==> src/sv/tscw_pkg.sv <==
// ----------------------------------------------------------------------------
// tscw_pkg
// Shared types and constants of the timestamp coincidence window.
// ----------------------------------------------------------------------------
package tscw_pkg;

  localparam int STORE_DEPTH   = 64;
  localparam int TRIGGER_DEPTH = 16;
  localparam int TIME_BITS     = 48;

  localparam int TS_IN_W   = 48;
  localparam int WIDTH_W   = 32;
  localparam int CMP_W     = (TIME_BITS > WIDTH_W) ? TIME_BITS : WIDTH_W;
  localparam int COUNT_W   = $clog2(STORE_DEPTH + 1);
  localparam int TCOUNT_W  = $clog2(TRIGGER_DEPTH + 1);
  localparam int TIDX_W    = (TRIGGER_DEPTH > 1) ? $clog2(TRIGGER_DEPTH) : 1;
  localparam int KEY_W     = 14;

  typedef logic [TIME_BITS-1:0] ts_t;
  typedef logic [KEY_W-1:0]     key_t;

  typedef enum logic [1:0] {
    CT_TRIGGER = 2'd0,
    CT_WIDTH   = 2'd1,
    CT_ANALOG  = 2'd2,
    CT_UNSET   = 2'd3
  } corr_t;

  typedef enum logic [1:0] {
    MD_CHECK = 2'd0,
    MD_POP   = 2'd1,
    MD_CLEAR = 2'd2,
    MD_ADD   = 2'd3
  } mode_t;

  typedef enum logic [2:0] {
    ST_OK        = 3'd0,
    ST_UNSET     = 3'd1,
    ST_FULL      = 3'd2,
    ST_EMPTY     = 3'd3,
    ST_TRIG_FULL = 3'd4
  } status_t;

  typedef enum logic {
    REG_CORR_TYPE = 1'b0,
    REG_WINDOW    = 1'b1
  } reg_idx_t;

  // Per-cycle command to every store cell
  typedef struct packed {
    logic ins;   // sorted insert of the current timestamp
    logic shl;   // drop cell 0, everything moves one place left
  } cell_ctl_t;

endpackage

==> src/sv/tscw_cell.sv <==
// ----------------------------------------------------------------------------
// tscw_cell
// One slot of the sorted timestamp chain.
// ----------------------------------------------------------------------------
module tscw_cell import tscw_pkg::*; (
  input  logic      clk,
  input  cell_ctl_t ctl,
  input  logic      occupied,
  input  ts_t       ts,
  input  ts_t       left_value,
  input  logic      left_le,
  input  ts_t       right_value,
  output ts_t       value,
  output logic      le
);

  ts_t value_next;

  // le is a prefix over the chain since the contents stay ascending
  assign le = occupied && (value <= ts);

  always_comb begin
    value_next = value;
    if (ctl.ins) begin
      if (!le) begin
        value_next = left_le ? ts : left_value;
      end
    end else if (ctl.shl) begin
      value_next = right_value;
    end
  end

  always_ff @(posedge clk) begin
    value <= value_next;
  end

endmodule

==> config.mk <==
export PLATFORM = sky130hd
export DESIGN_NAME = tscw_cell
export DESIGN_NICKNAME = d
export VERILOG_FILES = /design/src/sv/tscw_pkg.sv /design/src/sv/tscw_cell.sv
export SDC_FILE = /design/constraint.sdc
export NUM_CORES = 1
export LEC_CHECK = 0
export BUFFER_PORTS_ARGS = -buffer_cell sky130_fd_sc_hd__buf_2
export CORE_ASPECT_RATIO = 2
export CORE_MARGIN = 2
export CORE_UTILIZATION = 45
export CTS_BUF_LIST = sky130_fd_sc_hd__clkbuf_4 sky130_fd_sc_hd__clkbuf_8
export CTS_CLUSTER_DIAMETER = 40
export CTS_CLUSTER_SIZE = 20
export DETAILED_ROUTE_END_ITERATION = 7
export PLACE_DENSITY = 0.8
export SYNTH_ARGS = -nofsm -noshare
export SYNTH_HDL_FRONTEND = slang
export SYNTH_SLANG_ARGS = --single-unit
export TNS_END_PERCENT = 5
==> constraint.sdc <==
create_clock -name clk -period 3.9 [get_ports clk]
set_input_delay 0 -clock clk [delete_from_list [all_inputs] [get_ports clk]]
set_output_delay 0 -clock clk [all_outputs]
set_load 0.005 [all_outputs]
==> results.toml, run 1 <==
[clocking]
path_clk_slew_ps = 90
cts_tree = "done"
cts-root-buf = "clkbuf_8"
post_cts_buffers = 0
cts_resized = 0
cts_buffer_depth = 2
htree_num_levels = 2
holdBufCountCts = 0
clock-sinks = 48
cts_made_buffers = 5
clk_latency_ps = 300

[timing]
finalHoldViolCount = 0
setup-tns-final_ps = 0
max_freq_mhz = 338
min_period_ps = 2960
tightest_slew_ps = 926
fin_crit_sh = 0.758
relSlewSlack = 0.383
report.final.setup_viol = 0
setup_ws_ps = 943
rsz0062_at_grt = "no"
slew_violations = 0
fin_worst_skew_ps = 11.1

[detailed_routing]
firstDrtPassIters = 4
totalWireLength_um = 10500
wl_per_cell_um = 15.6
drc = 0
num_vias = 3542
drt_iter0_drc = 135
ant_nets = 0
viasPerCell = 5.29

[worst_setup_path]
slowest_stage = "nor4_2"
crit_cells = 8
cp-start-kind = "flip-flop"
r2r-start = "value[41]$_DFFE_PP_"
cp.required_ps = 3890
crit_chain = "ha_1 > nand4_1 > nor4_2 > nand3_1 > or3_1 > o21ai_1 > o31a_2 > buf_12"
crit_path_max_incr_delay_ps = 420
crit_family = "simple AND/OR/NAND/NOR gates"
worstReg2RegEnd = "value[10]$_DFFE_PP_"
critPathArrivalTime_ps = 2950
reg2reg_slack_ps = 940
worstPathMaxFanout = 38
cp_num_buf_inv = 1
crit_path_end_kind = "flip-flop"
reg2reg_depth = 8
crit_type = "reg -> reg"

[outcome]
status = "finished clean"

[power]
combPwrFrac = 0.314
ir_drop_mv = 0.226
p_per_area_nw_per_um2 = 291
p_seq_frac = 0.478
internal-power_mw = 0.977
p_sw_mw = 0.423
total_leakage_power_nw = 2.53
p_sw_frac = 0.302
clkPwrFrac = 0.208

[global_route]
grt_max_degree = 94
grt_usage = 0.236
antenna_found_initial = 0
grt.overflow.total = 0
grt_pass1_wl_um = 15900
grt_pass1_vias = 3649

[logic_synthesis]
synth_edf_count = 48
syn-cell-area_um2 = 3660
synthCells = 383
async_reset_ff_frac = 0
synth.distinct_cells = 31
synth_ff_type = "edfxtp_1"
syn_avg_cell_area_um2 = 9.56
synth_seq_cells = 48
ys_seq_area_frac = 0.394
yosysWarnings = 0
syn_nets = 580

[final_layout]
finalNetCount = 770
top_regs = "value x48"
antenna_cells = 0
final_util = 0.610
largest_register_ffs = 48
areaGrowthSynthToFinish_pct = 31.5
layout_common_cells = "buf_2 (197), a21oi_1 (65), nor2_1 (51)"
largest-register = "value"
postLayoutCellArea_um2 = 4810
final_common_cell = "buf_2"
drive_gt1_frac = 0.366

[hold_path]
hold_depth = 3
hold_class = "in -> reg"
hold_path_startpoint = "right_value[16]"
min_to = "value[16]$_DFFE_PP_"

[placed_design]
post_dp_cell_area_um2 = 4730
place_ws_ps = 961
port_buffers = 197
gp_congestion = 0.838
hpwl_um = 8670

[floorplanning]
die_h_um = 132
initial_core_util = 0.464
coreArea_um2 = 7890
fp-row-count = 46
dieArea_um2 = 8910
die_x_um = 67.8
io_pins = 198

[job]
drv_cap = 0
power by group through the flow:
stage	registers, mW	clock network (mW)	logic, mW
floorplan	0.686	0	0.224
global placement	0.677	0	0.421
detailed placement	0.682	0	0.442
CTS	0.670	0.300	0.443
global route	0.676	0.322	0.492
finish	0.670	0.292	0.439
metrics by stage:
stage / std cells / hold slack (ps) / total power, mW
global route: 669 / 14.7 / 1.49
floorplan: 383 / 94.2 / 0.909
CTS: 669 / 4.53 / 1.41
detailed placement: 662 / 328 / 1.12
finish: 669 / 14.8 / 1.40
global placement: 662 / 316 / 1.10
worst register-to-register path: stages, from the launching register on:
cell	delay (ps)
edfxtp_1	410
ha_1	330
nand4_1	210
nor4_2	420
nand3_1	170
or3_1	330
o21ai_1	110
o31a_2	360
buf_12	270
worst max-delay path by stage:
stage	startpoint	to
after global placement	value[43]$_DFFE_PP_	value[6]$_DFFE_PP_
after floorplan	value[46]$_DFFE_PP_	value[0]$_DFFE_PP_
final	value[41]$_DFFE_PP_	value[10]$_DFFE_PP_
after global routing	value[43]$_DFFE_PP_	value[10]$_DFFE_PP_
after detailed placement	value[41]$_DFFE_PP_	value[0]$_DFFE_PP_
after CTS	value[41]$_DFFE_PP_	value[10]$_DFFE_PP_
cell usage after synthesis, types with 3 or more instances:
cell type	count	area, um2
nand2_1	8	30.0
mux2i_1	48	480
nand4_1	9	56.3
a211oi_1	3	22.5
ha_1	48	601
edfxtp_1	48	1440
a21o_1	7	52.6
nor2_1	51	191
nand3_1	9	45.0
clkbuf_1	10	37.5
a21oi_1	65	325
inv_1	49	184
buf_2	5	25.0
area by class of cell:
| cell class | count | area [um2] |
|---|---|---|
| tap | 96 | 120 |
| fill | 696 | 3070 |
| inverter | 49 | 184 |
| sequential | 48 | 1440 |
| clock buffer | 6 | 76.3 |
| timing repair buffer | 200 | 1020 |
| clock inverter | 1 | 5.00 |
| multi-input combinational | 269 | 1960 |
routing by layer:
| metal | GRT usage | routed length, um | vias up |
|---|---|---|---|
| li1 | - | - | 1762 |
| met2 | 0.460 | 6050 | 137 |
| met4 | 0.112 | 392 | 0 |
| met3 | 0.0420 | 638 | 28 |
| met5 | 0 | 0 | - |
| met1 | 0.215 | 3380 | 1615 |
cell families after synthesis:
| kind of cell | synth area share |
|---|---|
| compound gates | 0.133 |
| fa+ha+maj | 0.164 |
| buf+inv | 0.0694 |
| flops | 0.394 |
| mux | 0.131 |
| simple gates | 0.108 |
(Power assumes the default switching activity.)
==> run 2, diff against run 1 <==
clock period = 2.9 ns   (was 3.9 ns; I/O delays follow)
==> run 2 against run 1 <==
Critical path depth did not move. Via count rose by 0.62%. Critical path type unchanged. Die area did not move. Combinational power rose by 35%. Utilization rose by 0.70 points. Clock power rose by 68%. Sequential power rose by 34%. Non-clock buffer count rose by 3. Global-route usage fell by 0.36 points. Sequential share of layout area fell by 0.34 points. Flip-flop and latch count did not move. Largest cell class unchanged. First-iteration DRC count fell by 17%.
==> results.toml, run 2 (synthesis gave the netlist of run 1 again) <==
[timing]
finalHoldViolCount = 0
min_period_ps = 2700
report.final.setup_viol = 0
slew_violations = 0
setup_ws_ps = 199
setup-tns-final_ps = 0
hold_ws_ps = 13.0
rsz0062_at_grt = "no"
tightest_slew_ps = 894
fin_crit_sh = 0.931
max_freq_mhz = 370
relSlewSlack = 0.404
fin_worst_skew_ps = 7.43

[worst_setup_path]
r2r-start = "value[43]$_DFFE_PP_"
crit_end = "value[6]$_DFFE_PP_"
critPathArrivalTime_ps = 2710
worstPathMaxFanout = 17
reg2reg_depth = 8
cp-startpoint = "value[43]$_DFFE_PP_"
cp-start-kind = "flip-flop"
crit_path_end_kind = "flip-flop"
worstReg2RegEnd = "value[6]$_DFFE_PP_"
crit_type = "reg -> reg"
reg2reg_slack_ps = 200
cp.required_ps = 2900

[clocking]
cts_tree = "done"
cts-root-buf = "clkbuf_8"
holdBufCountCts = 1
post_cts_buffers = 0
clock-sinks = 48
cts_made_buffers = 5
path_clk_slew_ps = 90
cts_buffer_depth = 2
htree_num_levels = 2
clk_latency_ps = 310
cts_resized = 0

[hold_path]
hold_class = "in -> reg"

[global_route]
grt_pass1_vias = 3739
grt_max_degree = 97
grt.overflow.total = 0
grt_pass1_wl_um = 15900
antenna_found_initial = 0
grt_usage = 0.232

[power]
ir_drop_mv = 0.370
p_per_area_nw_per_um2 = 407
total_leakage_power_nw = 2.55

[final_layout]
layout_common_cells = "buf_2 (197), a21oi_1 (65), nor2_1 (51)"
nFillCells = 685
largest_register_ffs = 48
top_regs = "value x48"
postLayoutCellArea_um2 = 4870
largest-register = "value"
antenna_cells = 0
finalNonFillerCells = 673
finalNetCount = 773
areaGrowthSynthToFinish_pct = 33.0
regArea_um2 = 1440
final_common_cell = "buf_2"
drive_gt1_frac = 0.369
multi_input_area_um2 = 1960

[detailed_routing]
firstDrtPassIters = 4
drc = 0
drt_iter0_drc = 112
wl_per_cell_um = 15.5
num_vias = 3564
totalWireLength_um = 10400
viasPerCell = 5.30
ant_nets = 0

[floorplanning]
dieArea_um2 = 8910
die_h_um = 132
coreArea_um2 = 7890
io_pins = 198
die_x_um = 67.8
initial_core_util = 0.464
fp-row-count = 46

[job]
drv_cap = 0

[placed_design]
dp.cells = 664
post_dp_cell_area_um2 = 4750
port_buffers = 197
hpwl_um = 8630
gp_congestion = 0.840
place_ws_ps = 193

[outcome]
status = "finished clean"
run 2: worst min path at each step:
stage	startpoint	to	slack (ps)	cells after the start
3_3_place_gp	right_value[12]	value[12]$_DFFE_PP_	320	3
3_5_place_dp	right_value[13]	value[13]$_DFFE_PP_	330	3
6_report	right_value[8]	value[8]$_DFFE_PP_	10	3
5_1_grt	right_value[47]	value[47]$_DFFE_PP_	20	3
2_1_floorplan	occupied	le	90	2
4_1_cts	right_value[8]	value[8]$_DFFE_PP_	0.2	3
run 2: power by group:
part	switching [mW]	total, mW	leakage (nW)	internal [mW]
clock network	0.235	0.491	0.0541	0.255
registers	0.0404	0.901	0.472	0.861
logic	0.308	0.591	2.02	0.283
total	0.584	1.98	2.55	1.40
run 2: worst max-delay path, stage by stage, from the launching register on:
cell	delay, ps
edfxtp_1	400
ha_1	330
nand4_1	220
nor4_2	370
nand3_1	180
or3_1	330
o21ai_1	110
o31a_2	200
buf_4	260
run 2: final cells by class:
class	count	share of cell area
multi-input cells	269	0.404
clock buffers	5	0.0141
well taps	96	0.0247
flip-flops and latches	48	0.296
inverters	49	0.0378
repair buffers	203	0.215
clock inverters	3	0.00874
run 2: layer usage:
layer,share of wire,routed length (um),track usage
met5,0,0,0
met4,0.033,340,0.0911
met3,0.053,550,0.0377
met2,0.58,6080,0.470
met1,0.33,3440,0.207
run 2: per-stage QoR:
| step | total power [mW] | utilization |
|---|---|---|
| global route | 2.09 | 0.617 |
| CTS | 2.00 | 0.617 |
| finish | 1.98 | 0.617 |
| floorplan | 1.22 | - |
| detailed placement | 1.51 | 0.602 |
| global placement | 1.48 | 0.602 |
