### config.mk
export PLATFORM = sky130hd
export DESIGN_NAME = tscw_trig_cell
export DESIGN_NICKNAME = d
export VERILOG_FILES = /design/src/sv/tscw_pkg.sv /design/src/sv/tscw_trig_cell.sv
export SDC_FILE = /design/constraint.sdc
export NUM_CORES = 1
export LEC_CHECK = 0
export BUFFER_PORTS_ARGS = -buffer_cell sky130_fd_sc_hd__buf_2
export CAP_MARGIN = 30
export CORE_AREA = 4 4 41 43
export DETAILED_ROUTE_END_ITERATION = 10
export DIE_AREA = 0 0 45 47
export GPL_TIMING_DRIVEN = 0
export HOLD_SLACK_MARGIN = 0.1
export PLACE_DENSITY = 0.7
export SLEW_MARGIN = 20
export SYNTH_ARGS = -nofsm -noshare
export SYNTH_HDL_FRONTEND = slang
export SYNTH_SLANG_ARGS = --single-unit
### constraint.sdc
create_clock -name clk -period 1.3 [get_ports clk]
set_clock_uncertainty 0.2 [all_clocks]
set_input_delay 0.13 -clock clk [delete_from_list [all_inputs] [get_ports clk]]
set_output_delay 0.13 -clock clk [all_outputs]
set_load 0.01 [all_outputs]
### src/sv/tscw_pkg.sv
// ----------------------------------------------------------------------------
// tscw_pkg
// Shared types and constants of the timestamp coincidence window.
// ----------------------------------------------------------------------------
package tscw_pkg;

  localparam int STORE_DEPTH   = 64;
  localparam int TRIGGER_DEPTH = 16;
  localparam int TIME_BITS     = 48;

  localparam int TS_IN_W   = 48;
  localparam int WIDTH_W   = 32;
  localparam int CMP_W     = (TIME_BITS > WIDTH_W) ? TIME_BITS : WIDTH_W;
  localparam int COUNT_W   = $clog2(STORE_DEPTH + 1);
  localparam int TCOUNT_W  = $clog2(TRIGGER_DEPTH + 1);
  localparam int TIDX_W    = (TRIGGER_DEPTH > 1) ? $clog2(TRIGGER_DEPTH) : 1;
  localparam int KEY_W     = 14;

  typedef logic [TIME_BITS-1:0] ts_t;
  typedef logic [KEY_W-1:0]     key_t;

  typedef enum logic [1:0] {
    CT_TRIGGER = 2'd0,
    CT_WIDTH   = 2'd1,
    CT_ANALOG  = 2'd2,
    CT_UNSET   = 2'd3
  } corr_t;

  typedef enum logic [1:0] {
    MD_CHECK = 2'd0,
    MD_POP   = 2'd1,
    MD_CLEAR = 2'd2,
    MD_ADD   = 2'd3
  } mode_t;

  typedef enum logic [2:0] {
    ST_OK        = 3'd0,
    ST_UNSET     = 3'd1,
    ST_FULL      = 3'd2,
    ST_EMPTY     = 3'd3,
    ST_TRIG_FULL = 3'd4
  } status_t;

  typedef enum logic {
    REG_CORR_TYPE = 1'b0,
    REG_WINDOW    = 1'b1
  } reg_idx_t;

  // Per-cycle command to every store cell
  typedef struct packed {
    logic ins;   // sorted insert of the current timestamp
    logic shl;   // drop cell 0, everything moves one place left
  } cell_ctl_t;

endpackage

### src/sv/tscw_trig_cell.sv
// ----------------------------------------------------------------------------
// tscw_trig_cell
// One entry of the trigger channel set with its match compare.
// ----------------------------------------------------------------------------
module tscw_trig_cell import tscw_pkg::*; (
  input  logic clk,
  input  logic we,
  input  logic occupied,
  input  key_t key,
  output logic hit
);

  key_t stored;

  assign hit = occupied && (stored == key);

  always_ff @(posedge clk) begin
    if (we) begin
      stored <= key;
    end
  end

endmodule

==> results_dict.tcl, run 1 <==
set metrics [dict create \
    hold_class "input pin to flop" \
    fin_nets 87 \
    clock_tree_sinks 14 \
    grt_overflow 0 \
    timing.critical_path.cells "xnor2_2 -> nand4_1 -> nor4_2 -> buf_2" \
    firstDrtPassIters 4 \
    headroom_to_the_max_slew_limit 0.804 \
    post_synth.cell_area_avg_um2 17.6 \
    vias_per_cell 4.65 \
    mappedNetlistNets 50 \
    die_width_um 45 \
    initialDrtViolationCount 11 \
    max-cap-violations 0 \
    cts_max_level 1 \
    timing_max_transition_violations_final 0 \
    ys_top_cells_by_area "edfxtp_1 (73%), xnor2_1 (21%), nand4_1 (3.2%), nor4_2 (2.2%), nand3_1 (0.86%)" \
    largest_net_degree_at_the_start_of_global_routing 15 \
    power.share.switching 0.205 \
    final_non_filler_cell_area_um2 863 \
    port_buffer_count 17 \
    seqPwrFrac 0.600 \
    cp_slowest_stage_delay_ns 0.42 \
    ioPinCount 18 \
    power_frac_clock 0.251 \
    post_syn_instances 33 \
    power_density_mw_per_mm2 1070 \
    yosysTopAreaCell "edfxtp_1" \
    crit_path_end_kind "primary output" \
    layout.core_utilization 0.663 \
    worstSetupPathType "flop to primary output" \
    cts.root.buffer_cell "clkbuf_4" \
    die_area_mm2 0.00212 \
    synth_sequential_area_ratio 0.726 \
    antenna_violations_before_repair 0 \
    crit_family "flip-flops" \
    critical_path_buf_inv_count 1 \
    finalHoldViolations 0 \
    grt_setup_unrepaired "yes" \
    placement.cell_area_um2 683 \
    clock.fmax_ghz 0.593 \
    critical-path-slowest-cell "edfxtp_1" \
    global_route_wire_length_before_repair_um 1680 \
    synth_cell_types 5 \
    clock_tree_from_tritoncts "built" \
    finalSetupViolations 1 \
    synthesis.yosys.warnings 0 \
    flow.area_growth_from_synthesis_pct 49.0 \
    proportion_of_register_bits_with_asynchronous_set_or_reset_after_synthesis 0 \
    crit_path_max_fanout 1 \
    layout_worst_path_cycle_share 1.30 \
    fp-row-count 13 \
    cts_buffers 3 \
    synth_top_cells_by_count "edfxtp_1 (14), xnor2_1 (14), nand4_1 (3)" \
    data_required_critical_path_ns 0.97 \
    core_area_mm2 0.00130 \
    leakage_power_total_nw 0.319 \
    detail_route.wl_per_cell_um 13.2 \
    max_flop_register "stored" \
    reg.largest.list "stored: 14 flops" \
    initial_utilization 0.445 \
    combPwrFrac 0.149 \
    fp.dieH_um 47 \
    post-route-min-period_ns 1.69 \
    power.net_switching_mw 0.189 \
    p_int_mw 0.731 \
    gp_congestion 0.633 \
    status "finished, violations left" \
    final_layout_size_suffix_gt1_frac 0.324 \
    worst_slew_pin_slew_ns 0.295 \
    globalRouteTotalUtil 0.119 \
    failed_checks "setup timing" \
    clock_transition_at_the_registers_of_the_reported_paths_ns 0.08 \
    yosys_most_used_dff "edfxtp_1" \
    clk_path_buf_depth 2 \
    post_cts_buffers 0 \
    worst-endpoint-arrival_ns 1.36 \
    vdd_ir_drop_max_mv 0.679 \
    timing.critical_path.from_type "flop" \
    synth_top_area_frac 0.726 \
    first_global_vias 401 \
    layout_setup_ws_ns -0.387 \
    remaining_drc_errors 0 \
    antenna_violating_nets_post_route 0 \
    antennaDiodeCount 0 \
    flip_flop_count_of_the_largest_register_after_layout 14 \
    route.vias.total 386 \
    netlist_area_um2 579 \
    totalNegativeSetupSlack_ns -0.387 \
    totalWireLength_um 1090 \
    count_of_flip_flops_with_a_built_in_enable_after_synthesis 14 \
    yosys_register_bits 14 \
]
cells in the final DEF, fill, tap and decap left out, drive strengths merged:
cell,n
nor4,1
clkbuf,3
buf,17
nand4,3
nand3,1
xnor2,14
edfxtp,14
dlygate4sd3,15
kinds of logic (layout without fill, tap and decap cells):
kind of cell | count (synthesis) | in the layout | synth area share
flops | 14 | 14 | 0.726
buf+inv | 0 | 35 | 0
xor+xnor | 14 | 14 | 0.212
simple gates | 5 | 5 | 0.0626
worst paths after layout:
| check | from | endpoint | slack [ns] | cells past startpoint |
|---|---|---|---|---|
| setup / recovery | stored[11] | hit | -0.39 | 4 |
| hold / removal | key[4] | stored[4] | 0.40 | 2 |
per-layer routing:
metal | up-vias | GRT usage | routed length (um)
met5 | - | 0 | 0
met1 | 181 | 0.136 | 447
met2 | 11 | 0.206 | 589
met4 | 0 | 0.0526 | 0
met3 | 0 | 0.0345 | 56
li1 | 194 | - | -
power by group through the flow:
stage               sequential (mW)  clock (mW)  combinational [mW]
CTS                           0.551       0.240               0.131
finish                        0.552       0.231               0.137
global placement              0.559           0              0.0964
floorplan                     0.559           0              0.0523
global route                  0.554       0.269               0.151
detailed placement            0.561           0              0.0983
timing repair:
item	4_1_cts	5_1_grt
hold buffers	14	1
endpoints found under the hold margin	28	1
resized for setup	0	1
setup endpoints to repair	1	1
pin swaps	5	0
metrics by stage:
stage                     instances  hold slack [ns]  power (mW)  setup WS, ns
final                            83            0.396       0.919        -0.387
after global routing             83            0.387       0.974        -0.488
after CTS                        82           -0.138       0.921        -0.389
after detailed placement         65            0.139       0.659       -0.0966
after global placement           65            0.135       0.656       -0.0961
after floorplan                  33           0.0289       0.612        0.0138
final cells by class:
type	count	area, um^2
repair buffers	32	235
fillers	111	438
flip-flops and latches	14	420
multi-input cells	19	166
well taps	15	18.8
clock buffers	3	22.5
Note: power is estimated with default switching activity, not from simulation.
==> run 2, diff against run 1 <==
HOLD_SLACK_MARGIN = not set   (was 0.1)
REMOVE_ABC_BUFFERS = 1   (was not set)
==> results_dict.tcl, run 2 (synthesis gave the netlist of run 1 again) <==
set metrics [dict create \
    status "finished, violations left" \
    failed_checks "setup timing" \
    worst_slew_pin_slew_ns 0.292 \
    worstSetupPathType "flop to primary output" \
    finalHoldViolations 0 \
    antenna_violations_before_repair 0 \
    clock_tree_from_tritoncts "built" \
    groute.layer.met2.usage 0.189 \
    totalWireLength_um 1010 \
    core_area_mm2 0.00130 \
    leakage_power_total_nw 0.315 \
    clock_transition_at_the_registers_of_the_reported_paths_ns 0.07 \
    clock.fmax_ghz 0.595 \
    layout_worst_path_cycle_share 1.29 \
    route.vias.total 370 \
    max-cap-violations 0 \
    timing.critical_path.from_type "flop" \
    critical_path_buf_inv_count 1 \
    fin_nets 86 \
    initial_utilization 0.445 \
    port_buffer_count 17 \
    layout_setup_ws_ns -0.381 \
    gp_congestion 0.633 \
    post-route-min-period_ns 1.68 \
    final_layout_size_suffix_gt1_frac 0.328 \
    globalRouteTotalUtil 0.108 \
    cts_max_level 1 \
    critical-path-slowest-cell "edfxtp_1" \
    initialDrtViolationCount 7 \
    vias_per_cell 4.51 \
    finalSetupViolations 1 \
    fp-row-count 13 \
    power_density_mw_per_mm2 1070 \
    max_flop_register "stored" \
    clk_path_buf_depth 2 \
    fill_cells 114 \
    crit_family "flip-flops" \
    worst-path-stages 4 \
    data_required_critical_path_ns 0.97 \
    crit_path_end_kind "primary output" \
    cp_slowest_stage_delay_ns 0.42 \
    headroom_to_the_max_slew_limit 0.806 \
    sequential_cell_area_um2 420 \
    fp.dieH_um 47 \
    post-place-ws_ns -0.0966 \
    clock_tree_sinks 14 \
    timing.hold.ws_ns 0.0606 \
    worst-endpoint-arrival_ns 1.35 \
    crit_path_max_fanout 1 \
    die_area_mm2 0.00212 \
    antennaDiodeCount 0 \
    reg.largest.list "stored: 14 flops" \
    grt_overflow 0 \
    firstDrtPassIters 3 \
    totalNegativeSetupSlack_ns -0.381 \
    global_route_wire_length_before_repair_um 1540 \
    remaining_drc_errors 0 \
    grtUsageMet3 0.0345 \
    timing_max_transition_violations_final 0 \
    timing.critical_path.cells "xnor2_2 -> nand4_1 -> nor4_2 -> buf_2" \
    flip_flop_count_of_the_largest_register_after_layout 14 \
    hold_class "input pin to flop" \
    layout.core_utilization 0.656 \
    ioPinCount 18 \
    cts_buffers 3 \
    die_width_um 45 \
    largest_net_degree_at_the_start_of_global_routing 15 \
    cts.root.buffer_cell "clkbuf_4" \
    post_cts_buffers 0 \
    first_global_vias 391 \
    multi_input_comb_area_um2 166 \
    globalRouteMet1Util 0.119 \
    busiest_layer "met2" \
    most-common-layout-cells "buf_2 (17), dlygate4sd3_1 (14), edfxtp_1 (14)" \
    grt_setup_unrepaired "yes" \
    vdd_ir_drop_max_mv 0.678 \
    detail_route.wl_per_cell_um 12.3 \
    antenna_violating_nets_post_route 0 \
    final_common_cell "buf_2" \
    flow.area_growth_from_synthesis_pct 47.3 \
    worstHoldPathCells 1 \
]
## run 2: changes by cell type in the layout (fill, tap and decap cells not counted)
cell,delta
dlygate4sd3_1,-1
## run 2: cell type report
type,count,share of cell area
sequential,14,0.493
timing repair buffer,31,0.264
multi-input combinational,19,0.195
clock buffer,3,0.0264
tap,15,0.0220
## run 2: where the power goes
group / leakage (nW) / switching (mW) / internal, mW
clock: 0.0138 / 0.118 / 0.107
combinational: 0.164 / 0.0480 / 0.0850
sequential: 0.137 / 0.0156 / 0.537
## run 2: worst paths after layout
path                       start   endpoint  slack [ns]
worst max-delay path  stored[11]        hit       -0.38
worst min-delay path          we  stored[0]        0.06
## run 2: per-stage QoR
stage	cell area (um^2)	power (mW)	instances
floorplan	579	0.612	33
global placement	683	0.656	65
detailed placement	683	0.659	65
CTS	836	0.919	81
global route	853	0.966	82
finish	853	0.910	82
## run 2: repair_timing
| action | CTS | global route |
|---|---|---|
| pin swaps | 5 | 0 |
| endpoints found under the setup margin | 1 | 1 |
| hold buffers | 13 | 1 |
| endpoints found under the hold margin | 14 | 1 |
| resized for setup | 0 | 1 |
## run 2: layer usage
metal  share of wire  vias up
met5               0        -
met4               0        0
met3           0.068        0
met2            0.52       14
met1            0.41      165
li1                -      191
==> run 3, diff against run 2 <==
clock period = 2 ns   (was 1.3 ns; I/O delays follow)
==> results_dict.tcl, run 3 (synthesis gave the netlist of run 1 again) <==
set metrics [dict create \
    fp-row-count 13 \
    core_area_mm2 0.00130 \
    flip_flop_count_of_the_largest_register_after_layout 14 \
    p_int_mw 0.481 \
    timing.critical_path.from_type "input pin" \
    grtUsageMet3 0.0345 \
    cts.root.buffer_cell "clkbuf_4" \
    worst-endpoint-arrival_ns 1.53 \
    totalWireLength_um 954 \
    fp.dieH_um 47 \
    seqPwrFrac 0.601 \
    timing_max_transition_violations_final 0 \
    fin_nets 79 \
    clock_transition_at_the_registers_of_the_reported_paths_ns 0.07 \
    layout_worst_path_cycle_share 0.967 \
    power.share.switching 0.203 \
    antenna_violations_before_repair 0 \
    hold_class "input pin to flop" \
    power.net_switching_mw 0.123 \
    worst_slew_pin_slew_ns 0.294 \
    ioPinCount 18 \
    max-cap-violations 0 \
    post-route-min-period_ns 1.93 \
    port_buffer_count 17 \
    cts_max_level 1 \
    clock.fmax_ghz 0.517 \
    data_required_critical_path_ns 1.60 \
    initial_utilization 0.445 \
    crit_path_max_fanout 2 \
    dp_cells 65 \
    globalRouteMet1Util 0.120 \
    power_frac_clock 0.241 \
    vdd_ir_drop_max_mv 0.431 \
    grt_overflow 0 \
    route.vias.total 345 \
    max_flop_register "stored" \
    worstSetupPathType "input pin to primary output" \
    global_route_wire_length_before_repair_um 1510 \
    clock_tree_from_tritoncts "built" \
    finalHoldViolations 0 \
    reg.largest.list "stored: 14 flops" \
    remaining_drc_errors 0 \
    power_density_mw_per_mm2 688 \
    die_area_mm2 0.00212 \
    clock_tree_sinks 14 \
    die_width_um 45 \
    firstDrtPassIters 3 \
    vias_per_cell 4.60 \
    clk_path_buf_depth 2 \
    detail_route.wl_per_cell_um 12.7 \
    final_layout_size_suffix_gt1_frac 0.383 \
    headroom_to_the_max_slew_limit 0.804 \
    groute.layer.met2.usage 0.181 \
    cts_buffers 3 \
    busiest_layer "met2" \
    finalSetupViolations 0 \
    largest_net_degree_at_the_start_of_global_routing 15 \
    first_global_vias 373 \
    gp_congestion 0.633 \
    fin_cells 75 \
    leakage_power_total_nw 0.333 \
    combPwrFrac 0.158 \
    fill_cells 98 \
    antenna_violating_nets_post_route 0 \
    most-common-layout-cells "dlygate4sd3_1 (14), edfxtp_1 (14), buf_2 (10)" \
    initialDrtViolationCount 4 \
    globalRouteTotalUtil 0.106 \
    layout_setup_ws_ns 0.0656 \
    status "finished, final reports clean" \
    flow.area_growth_from_synthesis_pct 51.6 \
    antennaDiodeCount 0 \
    post-place-ws_ns 0.533 \
    crit_path_end_kind "primary output" \
]
-- run 3: cell count changes in the layout (fill, tap and decap cells not counted) --
cell	change
buf_2	-7
xnor2_1	-8
xnor2_2	+8
-- run 3: per-stage QoR --
step	cell area [um^2]	util	TNS, ns	power [mW]	hold slack (ns)
floorplan	579	-	0	0.398	0.0989
CTS	846	0.650	0	0.599	0.125
detailed placement	683	0.525	0	0.429	0.209
finish	878	0.675	0	0.604	0.131
global placement	683	0.525	0	0.426	0.205
global route	878	0.675	-0.00290	0.636	0.129
-- run 3: final cells by class --
class / instances / area, um^2 / area share
Clock buffer: 3 / 22.5 / 0.0256
Multi-Input combinational cell: 19 / 226 / 0.258
Sequential cell: 14 / 420 / 0.479
Tap cell: 15 / 18.8 / 0.0214
Timing Repair Buffer: 24 / 190 / 0.217
-- run 3: power groups by stage --
stage,registers [mW],logic (mW),clock network [mW]
after floorplan,0.364,0.0340,0
after global placement,0.364,0.0627,0
after detailed placement,0.365,0.0639,0
after CTS,0.358,0.0849,0.156
after global routing,0.365,0.103,0.168
final,0.363,0.0956,0.146
-- run 3: worst paths after layout --
path | startpoint | endpoint | slack [ns] | cells after the start
worst max-delay path | key[11] | hit | 0.07 | 6
worst min-delay path | we | stored[0] | 0.13 | 1
-- run 3: repair_timing --
action	4_1_cts	5_1_grt
setup buffers	0	0
gates resized for setup	0	9
endpoints found under the setup margin	0	1
endpoints found under the hold margin	14	0
hold buffers	14	0
-- run 3: worst max-delay path, cell delays in order --
cell and delay (ns):
dlygate4sd3_1 0.54, buf_2 0.15, xnor2_2 0.12, nand4_1 0.14, nor4_2 0.22, buf_2 0.17
-- run 3: routing by layer --
| metal | share of wire | wire length, um |
|---|---|---|
| met5 | 0 | 0 |
| met4 | 0 | 0 |
| met2 | 0.51 | 485 |
| met3 | 0.060 | 57 |
| met1 | 0.43 | 411 |
